**src/design/bal_pkg.sv**
```systemverilog
// Shared types, luma weights and glyph table for the tile-average ASCII core.
package bal_pkg;

    typedef struct packed {
        logic [7:0] red;
        logic [7:0] green;
        logic [7:0] blue;
    } pix_t;

    typedef struct packed {
        logic [6:0] symbol;
        logic       row_end;
    } tile_t;

    // Tile completion handed from the accumulator to the result pipe
    typedef struct packed {
        logic valid;
        logic row_end;
    } tile_tag_t;

    localparam int LUMA_W = 8;
    localparam int WSUM_W = 24;

    // 0.16 weights, they sum to 65536
    localparam logic [15:0] LUMA_WR = 16'd19595;
    localparam logic [15:0] LUMA_WG = 16'd38470;
    localparam logic [15:0] LUMA_WB = 16'd7471;

    localparam int N_LIMITS = 9;

    localparam logic [7:0] LUMA_LIMIT [N_LIMITS] = '{
        8'd230, 8'd170, 8'd150, 8'd120, 8'd100, 8'd82, 8'd62, 8'd50, 8'd35
    };

    localparam logic [6:0] GLYPH [N_LIMITS + 1] = '{
        7'd64,  // '@'
        7'd65,  // 'A'
        7'd42,  // '*'
        7'd111, // 'o'
        7'd63,  // '?'
        7'd43,  // '+'
        7'd58,  // ':'
        7'd39,  // quote
        7'd46,  // '.'
        7'd32   // space
    };

    localparam logic [6:0] GLYPH_MIN = 7'd32;
    localparam logic [6:0] GLYPH_MAX = 7'd126;

    // First descending limit that the luma exceeds picks the glyph
    function automatic logic [6:0] pick_glyph(input logic [LUMA_W-1:0] luma);
        logic [6:0] g;
        g = GLYPH[N_LIMITS];
        for (int i = N_LIMITS - 1; i >= 0; i--) begin
            if (luma > LUMA_LIMIT[i]) begin
                g = GLYPH[i];
            end
        end
        return g;
    endfunction

endpackage

```
**src/design/bal_ram.sv**
```systemverilog
// Generic single-port-write, single-port-read RAM with registered read data.
module bal_ram #(
    parameter int WIDTH = 45,
    parameter int DEPTH = 80,
    parameter int AW    = 7
) (
    input  logic             clk,
    input  logic             we,
    input  logic [AW-1:0]    wr_addr,
    input  logic [WIDTH-1:0] wr_data,
    input  logic             rd_en,
    input  logic [AW-1:0]    rd_addr,
    output logic [WIDTH-1:0] rd_data
);

    logic [WIDTH-1:0] mem [DEPTH];

    always_ff @(posedge clk)
    begin
        if (we)
        begin
            mem[wr_addr] <= wr_data;
        end
        if (rd_en)
        begin
            rd_data <= mem[rd_addr];
        end
    end

endmodule

```
**src/design/bal_accum.sv**
```systemverilog
// Raster position counters and per-tile-column channel accumulation.
module bal_accum import bal_pkg::*; #(
    parameter int IMAGE_WIDTH = 800,
    parameter int TILE_SIZE   = 10,
    parameter int SUM_W       = 15
) (
    input  logic             clk,
    input  logic             rst_n,
    input  pix_t             in_data,
    input  logic             in_valid,
    output logic             in_ready,
    output tile_tag_t        tag,
    output logic [SUM_W-1:0] red_sum,
    output logic [SUM_W-1:0] green_sum,
    output logic [SUM_W-1:0] blue_sum,
    input  logic             res_ready
);

    localparam int TILE_COLS = IMAGE_WIDTH / TILE_SIZE;
    localparam int DEPTH     = (TILE_COLS > 1) ? TILE_COLS : 1;
    localparam int AW        = (DEPTH > 1) ? $clog2(DEPTH) : 1;
    localparam int TW        = (TILE_COLS > 0) ? $clog2(TILE_COLS + 1) : 1;
    localparam int CW        = $clog2(IMAGE_WIDTH);
    localparam int KW        = $clog2(TILE_SIZE);
    localparam int MW        = 3 * SUM_W;

    typedef struct packed {
        logic in_tile;
        logic first;
        logic last;
        logic line0;
        logic last_line;
        logic row_end;
    } flags_t;

    logic [CW-1:0] col_reg, col_next;
    logic [KW-1:0] cit_reg, cit_next;
    logic [TW-1:0] tile_reg, tile_next;
    logic [KW-1:0] line_reg, line_next;

    logic          s1_valid_reg, s1_valid_next;
    pix_t          s1_pix_reg;
    flags_t        s1_flags_reg;
    logic [AW-1:0] s1_tile_reg;

    logic [SUM_W-1:0] acc_r_reg, acc_g_reg, acc_b_reg;
    logic             byp_valid_reg;
    logic [MW-1:0]    byp_data_reg;

    flags_t        in_flags;
    logic          in_fire, s1_fire, emit, we;
    logic [AW-1:0] rd_addr;
    logic [MW-1:0] mem_q, rd_word, wr_data;
    logic [SUM_W-1:0] base_r, base_g, base_b;

    assign in_fire = in_valid && in_ready;

    always_comb
    begin
        in_flags.in_tile   = (tile_reg < TW'(TILE_COLS));
        in_flags.first     = (cit_reg == '0);
        in_flags.last      = (cit_reg == KW'(TILE_SIZE - 1));
        in_flags.line0     = (line_reg == '0);
        in_flags.last_line = (line_reg == KW'(TILE_SIZE - 1));
        in_flags.row_end   = (tile_reg == TW'(TILE_COLS - 1));
    end

    always_comb
    begin
        col_next  = col_reg;
        cit_next  = cit_reg;
        tile_next = tile_reg;
        line_next = line_reg;
        if (in_fire)
        begin
            if (col_reg == CW'(IMAGE_WIDTH - 1))
            begin
                col_next  = '0;
                cit_next  = '0;
                tile_next = '0;
                line_next = in_flags.last_line ? '0 : line_reg + 1'b1;
            end
            else
            begin
                col_next = col_reg + 1'b1;
                if (in_flags.last)
                begin
                    cit_next  = '0;
                    tile_next = tile_reg + 1'b1;
                end
                else
                begin
                    cit_next = cit_reg + 1'b1;
                end
            end
        end
    end

    assign emit = s1_valid_reg && s1_flags_reg.in_tile && s1_flags_reg.last
                  && s1_flags_reg.last_line;
    assign s1_fire  = s1_valid_reg && (!emit || res_ready);
    assign in_ready = !s1_valid_reg || s1_fire;

    always_comb
    begin
        s1_valid_next = s1_valid_reg;
        if (in_fire)
        begin
            s1_valid_next = 1'b1;
        end
        else if (s1_fire)
        begin
            s1_valid_next = 1'b0;
        end
    end

    // Partial sums of earlier lines of the tile row live in the RAM; line 0 starts
    // from zero, so the RAM never needs clearing.
    assign rd_word = byp_valid_reg ? byp_data_reg : mem_q;

    always_comb
    begin
        if (!s1_flags_reg.first)
        begin
            base_r = acc_r_reg;
            base_g = acc_g_reg;
            base_b = acc_b_reg;
        end
        else if (s1_flags_reg.line0)
        begin
            base_r = '0;
            base_g = '0;
            base_b = '0;
        end
        else
        begin
            base_r = rd_word[2*SUM_W +: SUM_W];
            base_g = rd_word[SUM_W +: SUM_W];
            base_b = rd_word[0 +: SUM_W];
        end
    end

    assign red_sum   = base_r + SUM_W'(s1_pix_reg.red);
    assign green_sum = base_g + SUM_W'(s1_pix_reg.green);
    assign blue_sum  = base_b + SUM_W'(s1_pix_reg.blue);

    assign tag.valid   = emit;
    assign tag.row_end = s1_flags_reg.row_end;

    assign we      = s1_fire && s1_flags_reg.in_tile && s1_flags_reg.last
                     && !s1_flags_reg.last_line;
    assign wr_data = {red_sum, green_sum, blue_sum};
    assign rd_addr = tile_reg[AW-1:0];

    bal_ram #(
        .WIDTH (MW),
        .DEPTH (DEPTH),
        .AW    (AW)
    ) u_sum_ram (
        .clk     (clk),
        .we      (we),
        .wr_addr (s1_tile_reg),
        .wr_data (wr_data),
        .rd_en   (in_fire),
        .rd_addr (rd_addr),
        .rd_data (mem_q)
    );

    always_ff @(posedge clk or negedge rst_n)
    begin
        if (!rst_n)
        begin
            col_reg       <= '0;
            cit_reg       <= '0;
            tile_reg      <= '0;
            line_reg      <= '0;
            s1_valid_reg  <= 1'b0;
            byp_valid_reg <= 1'b0;
        end
        else
        begin
            col_reg      <= col_next;
            cit_reg      <= cit_next;
            tile_reg     <= tile_next;
            line_reg     <= line_next;
            s1_valid_reg <= s1_valid_next;
            // write and read of the same entry in one cycle: forward the new word
            if (in_fire)
            begin
                byp_valid_reg <= we && (s1_tile_reg == rd_addr);
            end
        end
    end

    always_ff @(posedge clk)
    begin
        if (in_fire)
        begin
            s1_pix_reg   <= in_data;
            s1_flags_reg <= in_flags;
            s1_tile_reg  <= rd_addr;
            byp_data_reg <= wr_data;
        end
        if (s1_fire && s1_flags_reg.in_tile)
        begin
            acc_r_reg <= red_sum;
            acc_g_reg <= green_sum;
            acc_b_reg <= blue_sum;
        end
    end

    a_col_wrap: assert property (@(posedge clk) disable iff (!rst_n)
        (col_reg == '0) |-> (cit_reg == '0 && tile_reg == '0))
        else $error("tile counters out of step with pixel column");

    a_tile_range: assert property (@(posedge clk) disable iff (!rst_n)
        tile_reg <= TW'(TILE_COLS))
        else $error("tile index ran past the partial tile column");

    a_emit_hold: assert property (@(posedge clk) disable iff (!rst_n)
        (emit && !res_ready) |=> (s1_valid_reg && $stable(s1_tile_reg)))
        else $error("finished tile dropped while result pipe stalled");

endmodule

```
**src/design/bal_result.sv**
```systemverilog
// Average by tile area, luma weighting, glyph pick and output register.
module bal_result import bal_pkg::*; #(
    parameter int TILE_SIZE = 10,
    parameter int SUM_W     = 15
) (
    input  logic             clk,
    input  logic             rst_n,
    input  tile_tag_t        tag,
    input  logic [SUM_W-1:0] red_sum,
    input  logic [SUM_W-1:0] green_sum,
    input  logic [SUM_W-1:0] blue_sum,
    output logic             res_ready,
    output tile_t            out_data,
    output logic             out_valid,
    input  logic             out_ready
);

    localparam int AREA    = TILE_SIZE * TILE_SIZE;
    // Reciprocal with SUM_W + 8 fraction bits is exact for every sum below 2**SUM_W
    localparam int SHIFT   = SUM_W + 8;
    localparam int RECIP_W = SHIFT;
    localparam int RECIP   = ((1 << SHIFT) + AREA - 1) / AREA;
    localparam int PROD_W  = SUM_W + RECIP_W;

    localparam logic [RECIP_W-1:0] RECIP_V = RECIP_W'(RECIP);

    logic             en;
    logic             s2_valid_reg, s3_valid_reg, s4_valid_reg, out_valid_reg;
    logic             s2_row_end_reg, s3_row_end_reg, s4_row_end_reg;
    logic [SUM_W-1:0] s2_r_reg, s2_g_reg, s2_b_reg;
    logic [PROD_W-1:0] s3_r_reg, s3_g_reg, s3_b_reg;
    logic [LUMA_W-1:0] s4_luma_reg;
    tile_t            out_reg;

    logic [LUMA_W-1:0] avg_r, avg_g, avg_b;
    logic [WSUM_W-1:0] wsum;

    assign en        = !out_valid_reg || out_ready;
    assign res_ready = en;
    assign out_valid = out_valid_reg;
    assign out_data  = out_reg;

    assign avg_r = s3_r_reg[SHIFT +: LUMA_W];
    assign avg_g = s3_g_reg[SHIFT +: LUMA_W];
    assign avg_b = s3_b_reg[SHIFT +: LUMA_W];

    assign wsum = WSUM_W'(LUMA_WR) * WSUM_W'(avg_r)
                + WSUM_W'(LUMA_WG) * WSUM_W'(avg_g)
                + WSUM_W'(LUMA_WB) * WSUM_W'(avg_b);

    always_ff @(posedge clk or negedge rst_n)
    begin
        if (!rst_n)
        begin
            s2_valid_reg  <= 1'b0;
            s3_valid_reg  <= 1'b0;
            s4_valid_reg  <= 1'b0;
            out_valid_reg <= 1'b0;
        end
        else if (en)
        begin
            s2_valid_reg  <= tag.valid;
            s3_valid_reg  <= s2_valid_reg;
            s4_valid_reg  <= s3_valid_reg;
            out_valid_reg <= s4_valid_reg;
        end
    end

    always_ff @(posedge clk)
    begin
        if (en)
        begin
            s2_row_end_reg  <= tag.row_end;
            s2_r_reg        <= red_sum;
            s2_g_reg        <= green_sum;
            s2_b_reg        <= blue_sum;
            s3_row_end_reg  <= s2_row_end_reg;
            s3_r_reg        <= PROD_W'(s2_r_reg) * PROD_W'(RECIP_V);
            s3_g_reg        <= PROD_W'(s2_g_reg) * PROD_W'(RECIP_V);
            s3_b_reg        <= PROD_W'(s2_b_reg) * PROD_W'(RECIP_V);
            s4_row_end_reg  <= s3_row_end_reg;
            s4_luma_reg     <= wsum[WSUM_W-1 -: LUMA_W];
            out_reg.symbol  <= pick_glyph(s4_luma_reg);
            out_reg.row_end <= s4_row_end_reg;
        end
    end

    a_glyph_range: assert property (@(posedge clk) disable iff (!rst_n)
        out_valid_reg |-> (out_reg.symbol >= GLYPH_MIN && out_reg.symbol <= GLYPH_MAX))
        else $error("glyph code outside printable range");

endmodule

```
**src/design/block_average_ascii_luma_core.sv**
```systemverilog
// A tile's result passes from its bottom-right pixel transfer through s1, s2, s3, s4 and the output register.
// Throughput: one pixel per cycle while the result pipe is not stalled; at most one tile result per TILE_SIZE pixels.
// The pace is set by the per-column sum RAM, read when a pixel transfers and
// written once that pixel leaves the s1 stage, with a forward path for back-to-back access.
// Reset clears position counters and pipe valids; the sum RAM is not cleared,
// since the first line of each tile row starts its sums from zero.
module block_average_ascii_luma_core import bal_pkg::*; #(
    parameter int IMAGE_WIDTH = 800,
    parameter int TILE_SIZE   = 10
) (
    input  logic  clk,
    input  logic  rst_n,
    input  pix_t  in_data,
    input  logic  in_valid,
    output logic  in_ready,
    output tile_t out_data,
    output logic  out_valid,
    input  logic  out_ready
);

    localparam int SUM_W = $clog2(TILE_SIZE * TILE_SIZE * 255 + 1);

    tile_tag_t        tag;
    logic [SUM_W-1:0] red_sum, green_sum, blue_sum;
    logic             res_ready;

    bal_accum #(
        .IMAGE_WIDTH (IMAGE_WIDTH),
        .TILE_SIZE   (TILE_SIZE),
        .SUM_W       (SUM_W)
    ) u_accum (
        .clk       (clk),
        .rst_n     (rst_n),
        .in_data   (in_data),
        .in_valid  (in_valid),
        .in_ready  (in_ready),
        .tag       (tag),
        .red_sum   (red_sum),
        .green_sum (green_sum),
        .blue_sum  (blue_sum),
        .res_ready (res_ready)
    );

    bal_result #(
        .TILE_SIZE (TILE_SIZE),
        .SUM_W     (SUM_W)
    ) u_result (
        .clk       (clk),
        .rst_n     (rst_n),
        .tag       (tag),
        .red_sum   (red_sum),
        .green_sum (green_sum),
        .blue_sum  (blue_sum),
        .res_ready (res_ready),
        .out_data  (out_data),
        .out_valid (out_valid),
        .out_ready (out_ready)
    );

endmodule
```
**config.mk**
```make
export PLATFORM = sky130hd
export DESIGN_NAME = block_average_ascii_luma_core
export DESIGN_NICKNAME = d
export VERILOG_FILES = /design/src/design/bal_pkg.sv /design/src/design/bal_ram.sv /design/src/design/bal_accum.sv /design/src/design/bal_result.sv /design/src/design/block_average_ascii_luma_core.sv
export SDC_FILE = /design/constraint.sdc
export NUM_CORES = 2
export LEC_CHECK = 0
export BUFFER_PORTS_ARGS = -buffer_cell sky130_fd_sc_hd__buf_2
export CORE_ASPECT_RATIO = 1.25
export CORE_UTILIZATION = 35
export DETAILED_ROUTE_END_ITERATION = 8
export HOLD_SLACK_MARGIN = 0.05
export PLACE_DENSITY = 0.52
export SYNTH_ARGS = -nofsm -noshare
export SYNTH_HDL_FRONTEND = slang
export SYNTH_SLANG_ARGS = --single-unit
```
**constraint.sdc**
```tcl
create_clock -name clk -period 8.9 [get_ports clk]
set_input_delay 0.445 -clock clk [delete_from_list [all_inputs] [get_ports clk]]
set_output_delay 0.445 -clock clk [all_outputs]
set_load 0.05 [all_outputs]
```
# After elaboration in Yosys (flattened, before gate mapping)
# Memory sizes are Yosys's and may differ from the RTL's. A register that Yosys moved wholly into a read port is not among the register bits.
# Cells that the tools add are included.
# word_totals
reg_bits	315
mem_bits_rw	3600
out_inout_bits	10
memories	1
# op_classes
addsub	9
multipliers	6
magnitude_cmp	10
eq_ne	5
mux	25
n_reduce_logical	25
# mem_list
name	words	width	read_ports	rd_clocked_by_memory_dff	write_ports	line_no	rtl
u_accum.u_sum_ram.mem	80	45	1	1	1	bal_ram.sv:16	logic [WIDTH-1:0] mem [DEPTH];
# op_table
cell	count
$mul A15 B17 Y31 const B	3
$mux W15	6
$mul A15 B8 Y23 const A	2
$add A15 B8 Y15	3
$mux W45	1
$mux W7	4
$add A23 B24 Y24	1
$add A24 B21 Y24	1
$gt A8 B6 Y1 const B	3
$gt A8 B7 Y1 const B	3
$gt A8 B8 Y1 const B	3
$mul A13 B8 Y21 const A	1
$mux W4	5
$mux W5	3
$add A10 B1 Y10 const B	1
$eq A10 B10 Y1 const B	1
$mux W10	1
$logic_and A1 B1 Y1	9
$add A4 B1 Y4 const B	2
$eq A4 B4 Y1 const B	2
$logic_not A4 Y1	2
$add A7 B1 Y7 const B	1
$eq A7 B7 Y1	1
$eq A7 B7 Y1 const B	1
other kinds (9)	20

# Longest topological paths before layout
# depth
ltp_word	11
ltp_mapped	28
depth_no_buf	28

# Modules after synthesis
# Synthesis repeated with hierarchy kept, for this count alone.
# hier_totals
hier_cells	8786
hier_area_um2	168235.1
# by_module_without_submodules
mod	n_inst	cells_each	area_each_um2
bal_ram	1	6235	139022.1
bal_result	1	1981	21615.7
bal_accum	1	570	7597.3

# Least setup slack after synthesis
# OpenSTA, ideal clock, no wires.
# synth_path
path_type	register -> register
from	register u_result.out_valid_reg (netlist: u_result.out_valid)
to	register u_accum.tile_reg[4] (netlist: u_accum.rd_addr[4])
setup_time_ns	0.079
arrival_time_ns	7.557
setup_slack_ns	1.264
stages_incl_launch_ff	9
n_path_buf	1
cell_sequence	dfrtp_1 -> nand2b_1 -> clkbuf_1 -> or2_2 -> nand2_1 -> inv_1 -> nand2_1 -> or3_1 -> a21oi_1
# synth_between
elab_chain_len	7
# synth_lines
element	line_no	rtl
start: declaration	bal_result.sv:28	logic s2_valid_reg, s3_valid_reg, s4_valid_reg, out_valid_reg;
start signal: assignment	bal_result.sv:65	out_valid_reg <= s4_valid_reg;
$logic_not A1 Y1	bal_result.sv:38	assign en = !out_valid_reg || out_ready;
$logic_or A1 B1 Y1	bal_result.sv:38	
net res_ready	block_average_ascii_luma_core.sv:25	logic res_ready;
$logic_or A1 B1 Y1	bal_accum.sv:101	assign s1_fire = s1_valid_reg && (!emit || res_ready);
$logic_and A1 B1 Y1	bal_accum.sv:101	
$logic_or A1 B1 Y1	bal_accum.sv:102	assign in_ready = !s1_valid_reg || s1_fire;
net in_ready	block_average_ascii_luma_core.sv:15	output logic in_ready,
$logic_and A1 B1 Y1	bal_accum.sv:56	assign in_fire = in_valid && in_ready;
net u_accum.in_fire	bal_accum.sv:51	logic in_fire, s1_fire, emit, we;
$reduce_and A2 Y1 (no source line)	--	
end signal: assignment	bal_accum.sv:184	tile_reg <= tile_next;
end: declaration	bal_accum.sv:38	logic [TW-1:0] tile_reg, tile_next;
# The timed path passes the listed nets, and every way through them passes these cells.
# A chain may end at the register's enable or synchronous reset.

# Worst setup path after layout
# layout_path
from	register u_result.s3_g_reg[29]
to	register u_result.s4_luma_reg[6] (data pin)
# layout_between
elab_chain_len	3
# layout_lines
element	line_no	rtl
start: declaration	bal_result.sv:31	logic [PROD_W-1:0] s3_r_reg, s3_g_reg, s3_b_reg;
start signal: assignment	bal_result.sv:79	s3_g_reg <= PROD_W'(s2_g_reg) * PROD_W'(RECIP_V);
$mul A15 B8 Y23	bal_result.sv:48	+ WSUM_W'(LUMA_WG) * WSUM_W'(avg_g)
$add A23 B24 Y24	bal_result.sv:48	
$add A24 B21 Y24	bal_result.sv:49	+ WSUM_W'(LUMA_WB) * WSUM_W'(avg_b);
net u_result.wsum[22]	bal_result.sv:36	logic [WSUM_W-1:0] wsum;
end signal: assignment	bal_result.sv:82	s4_luma_reg <= wsum[WSUM_W-1 -: LUMA_W];
end: declaration	bal_result.sv:32	logic [LUMA_W-1:0] s4_luma_reg;
# The timed path passes the listed nets, and every way through them passes these cells.

==> impl_metrics.env <==
export IMPL_ys_ff_latch=3891
export IMPL_synth_area_mm2=0.168
export IMPL_grt_pass1_vias=88167
export IMPL_synth_top_area_share_pct=68.9
export IMPL_cts_root_buf="clkbuf_16"
export IMPL_antenna_found_initial=22
export IMPL_setup_tns_ns=0
export IMPL_min_period_ns=7.49
export IMPL_drcViolationCount=0
export IMPL_synth_adder_area_share_pct=8.64
export IMPL_cp_start_kind="register"
export IMPL_synth_simple_area_share_pct=1.52
export IMPL_r2r_start="u_result.s3_g_reg[29]"
export IMPL_cp_end_kind="register"
export IMPL_routed_via_density=5.34
export IMPL_drive_gt1_share_pct=22.8
export IMPL_maxCapViolCount=0
export IMPL_synth_distinct_cells=67
export IMPL_layout_commonest_cell="edfxtp_1"
export IMPL_synth_xor_area_share_pct=0.578
export IMPL_syn_nets=9430
export IMPL_async_flop_share_pct=0.797
export IMPL_syn_avg_cell_area_um2=19.9
export IMPL_grt_overflow=0
export IMPL_cts_buffer_depth=4
export IMPL_cts_buffers=382
export IMPL_yosysWarnings=0
export IMPL_cts_resized=0
export IMPL_crit_start="u_result.s3_g_reg[29]"
export IMPL_core_mm2=0.479
export IMPL_synth_top_flop_cell="edfxtp_1"
export IMPL_dr_pass1_iters=5
export IMPL_vias=82509
export IMPL_holdBufCountCts=28
export IMPL_rows=284
export IMPL_hp_start="in_data[0]"
export IMPL_outcome="complete, no violations"
export IMPL_min_path_type="in -> reg"
export IMPL_wl_um=462000
export IMPL_final_cell_mix="edfxtp_1, mux4_2, inv_1"
export IMPL_clock_fmax_ghz=0.133
export IMPL_fp_dieH_um=777
export IMPL_cts_max_level=5
export IMPL_arrival_ns=8.30
export IMPL_portBuffers=37
export IMPL_fin_nets=9798
export IMPL_critPathRequiredTime_ns=9.70
export IMPL_area_growth_pct=13.8
export IMPL_largest_reg_flops=3600
export IMPL_muxShareOfSynthArea_pct=14.8
export IMPL_cp_max_fo=7
export IMPL_drtAntennaViolNets=0
export IMPL_post_route_period_util_pct=84.2
export IMPL_grt_usage_pct=18.9
export IMPL_synth_top_family_by_area="multiplexers"
export IMPL_maxSlewViolCount=0
export IMPL_cts_sinks=3891
export IMPL_yosysSeqAreaShare_pct=69.4
export IMPL_rsz0062_at_grt="false"
export IMPL_initial_core_util_pct=35.1
export IMPL_cts_tree="yes"
export IMPL_synth_area_leader_cell="edfxtp_1"
export IMPL_die_area_mm2=0.483
export IMPL_wl_per_cell_um=29.9
export IMPL_worst_pin_slew_ns=1.26
export IMPL_crit_type="reg -> reg"
export IMPL_relSlewSlack_pct=15.9
export IMPL_skew_ns=0.0607
export IMPL_drt_iter0_drc=7362
export IMPL_setup_violations_final=0
export IMPL_hpwl_um=268000
export IMPL_path_clk_slew_ns=0.07
export IMPL_num_io_pins=38
export IMPL_postCtsSetupBuffers=0
export IMPL_synth_compound_area_share_pct=2.69
export IMPL_netlist_instances=8469
export IMPL_grt_pass1_wl_um=655000
export IMPL_finalWeightedCongestion=0.803
export IMPL_grt_max_degree=108
export IMPL_die_x_um=622
export IMPL_hold_viol_final=0
export IMPL_synth_edf_count=3860
export IMPL_clkLatencyLatePin_ns=0.99
export IMPL_synth_area_top_cells="edfxtp_1, mux4_2, fa_1, ha_1, mux2i_1"
metrics by stage:
stage | cell area (um^2) | cells | setup slack, ns | hold slack (ns) | util [%]
2_1_floorplan | 168000 | 8469 | 1.26 | 0.149 | -
3_3_place_gp | 178000 | 14716 | 1.10 | 0.401 | 37.2
3_5_place_dp | 178000 | 14716 | 1.34 | 0.406 | 37.2
4_1_cts | 191000 | 15442 | 1.29 | 0.111 | 40.0
5_1_grt | 191000 | 15445 | 0.956 | 0.142 | 40.0
6_report | 191000 | 15464 | 1.41 | 0.182 | 40.0
Yosys cell counts, types with 71 or more instances:
cell,n
ha_1,551
clkbuf_1,179
xnor2_1,71
a21oi_1,237
mux4_2,919
nor2_1,198
nor2b_1,71
mux2i_1,296
o21ai_0,96
buf_2,108
inv_1,613
o22ai_1,78
mux2_2,116
fa_1,382
nand2_1,126
edfxtp_1,3860
per-layer routing:
metal / GRT usage, % / vias to the layer above / part of all wire (%)
li1: - / 34545 / -
met1: 24.1 / 45252 / 40
met2: 33.7 / 2174 / 51
met3: 2.42 / 538 / 5.1
met4: 5.72 / 0 / 3.2
met5: 0 / - / 0
cell type report:
type / instances / area [um^2]
diodes: 21 / 52.6
clock inverters: 239 / 2890
multi-input cells: 3611 / 48800
fillers: 42377 / 287000
clock buffers: 459 / 9990
repair buffers: 337 / 2760
flip-flops and latches: 3891 / 117000
inverters: 614 / 2310
well taps: 6292 / 7870
cells by family after synthesis:
| kind of cell | count (synthesis) |
|---|---|
| DFF | 3891 |
| muxes | 1331 |
| buffers and inverters | 967 |
| adders and majority gates | 933 |
| AOI/OAI and AO/OA | 694 |
| and+or+nand+nor | 542 |
| xor gates and xnor gates | 111 |
worst paths after layout:
check | end | slack, ns | depth (start not counted)
max in group asynchronous | u_accum.rd_addr[2] | 6.58 | 4
hold / removal | u_accum.s1_pix_reg[0] | 0.18 | 2
hold reg to reg | u_result.s2_row_end_reg | 0.42 | 0
setup reg to reg | u_result.s4_luma_reg[6] | 1.41 | 27
setup / recovery | u_result.s4_luma_reg[6] | 1.41 | 27
min in group asynchronous | u_accum.rd_addr[1] | 0.60 | 3
critical path: stages (launching register included):
cell and delay (ns):
edfxtp_1 0.53, ha_1 0.37, inv_1 0.06, fa_1 0.45
fa_1 0.49, inv_1 0.04, ha_1 0.31, and3b_1 0.19
o21a_1 0.17, o21ai_0 0.23, a21oi_1 0.14, o31a_1 0.30
nor2_1 0.13, xnor2_1 0.11, fa_1 0.41, inv_1 0.09
fa_1 0.42, fa_1 0.47, fa_1 0.53, inv_1 0.04
ha_1 0.37, a21oi_1 0.09, o21ai_0 0.24, nor4b_1 0.09
a21oi_1 0.42, a31oi_1 0.19, nand2b_1 0.17, a221oi_1 0.25
Power is left out: the tool's default activity adds up to more than one toggle a clock period on the data nets, which glitch-free logic cannot reach.
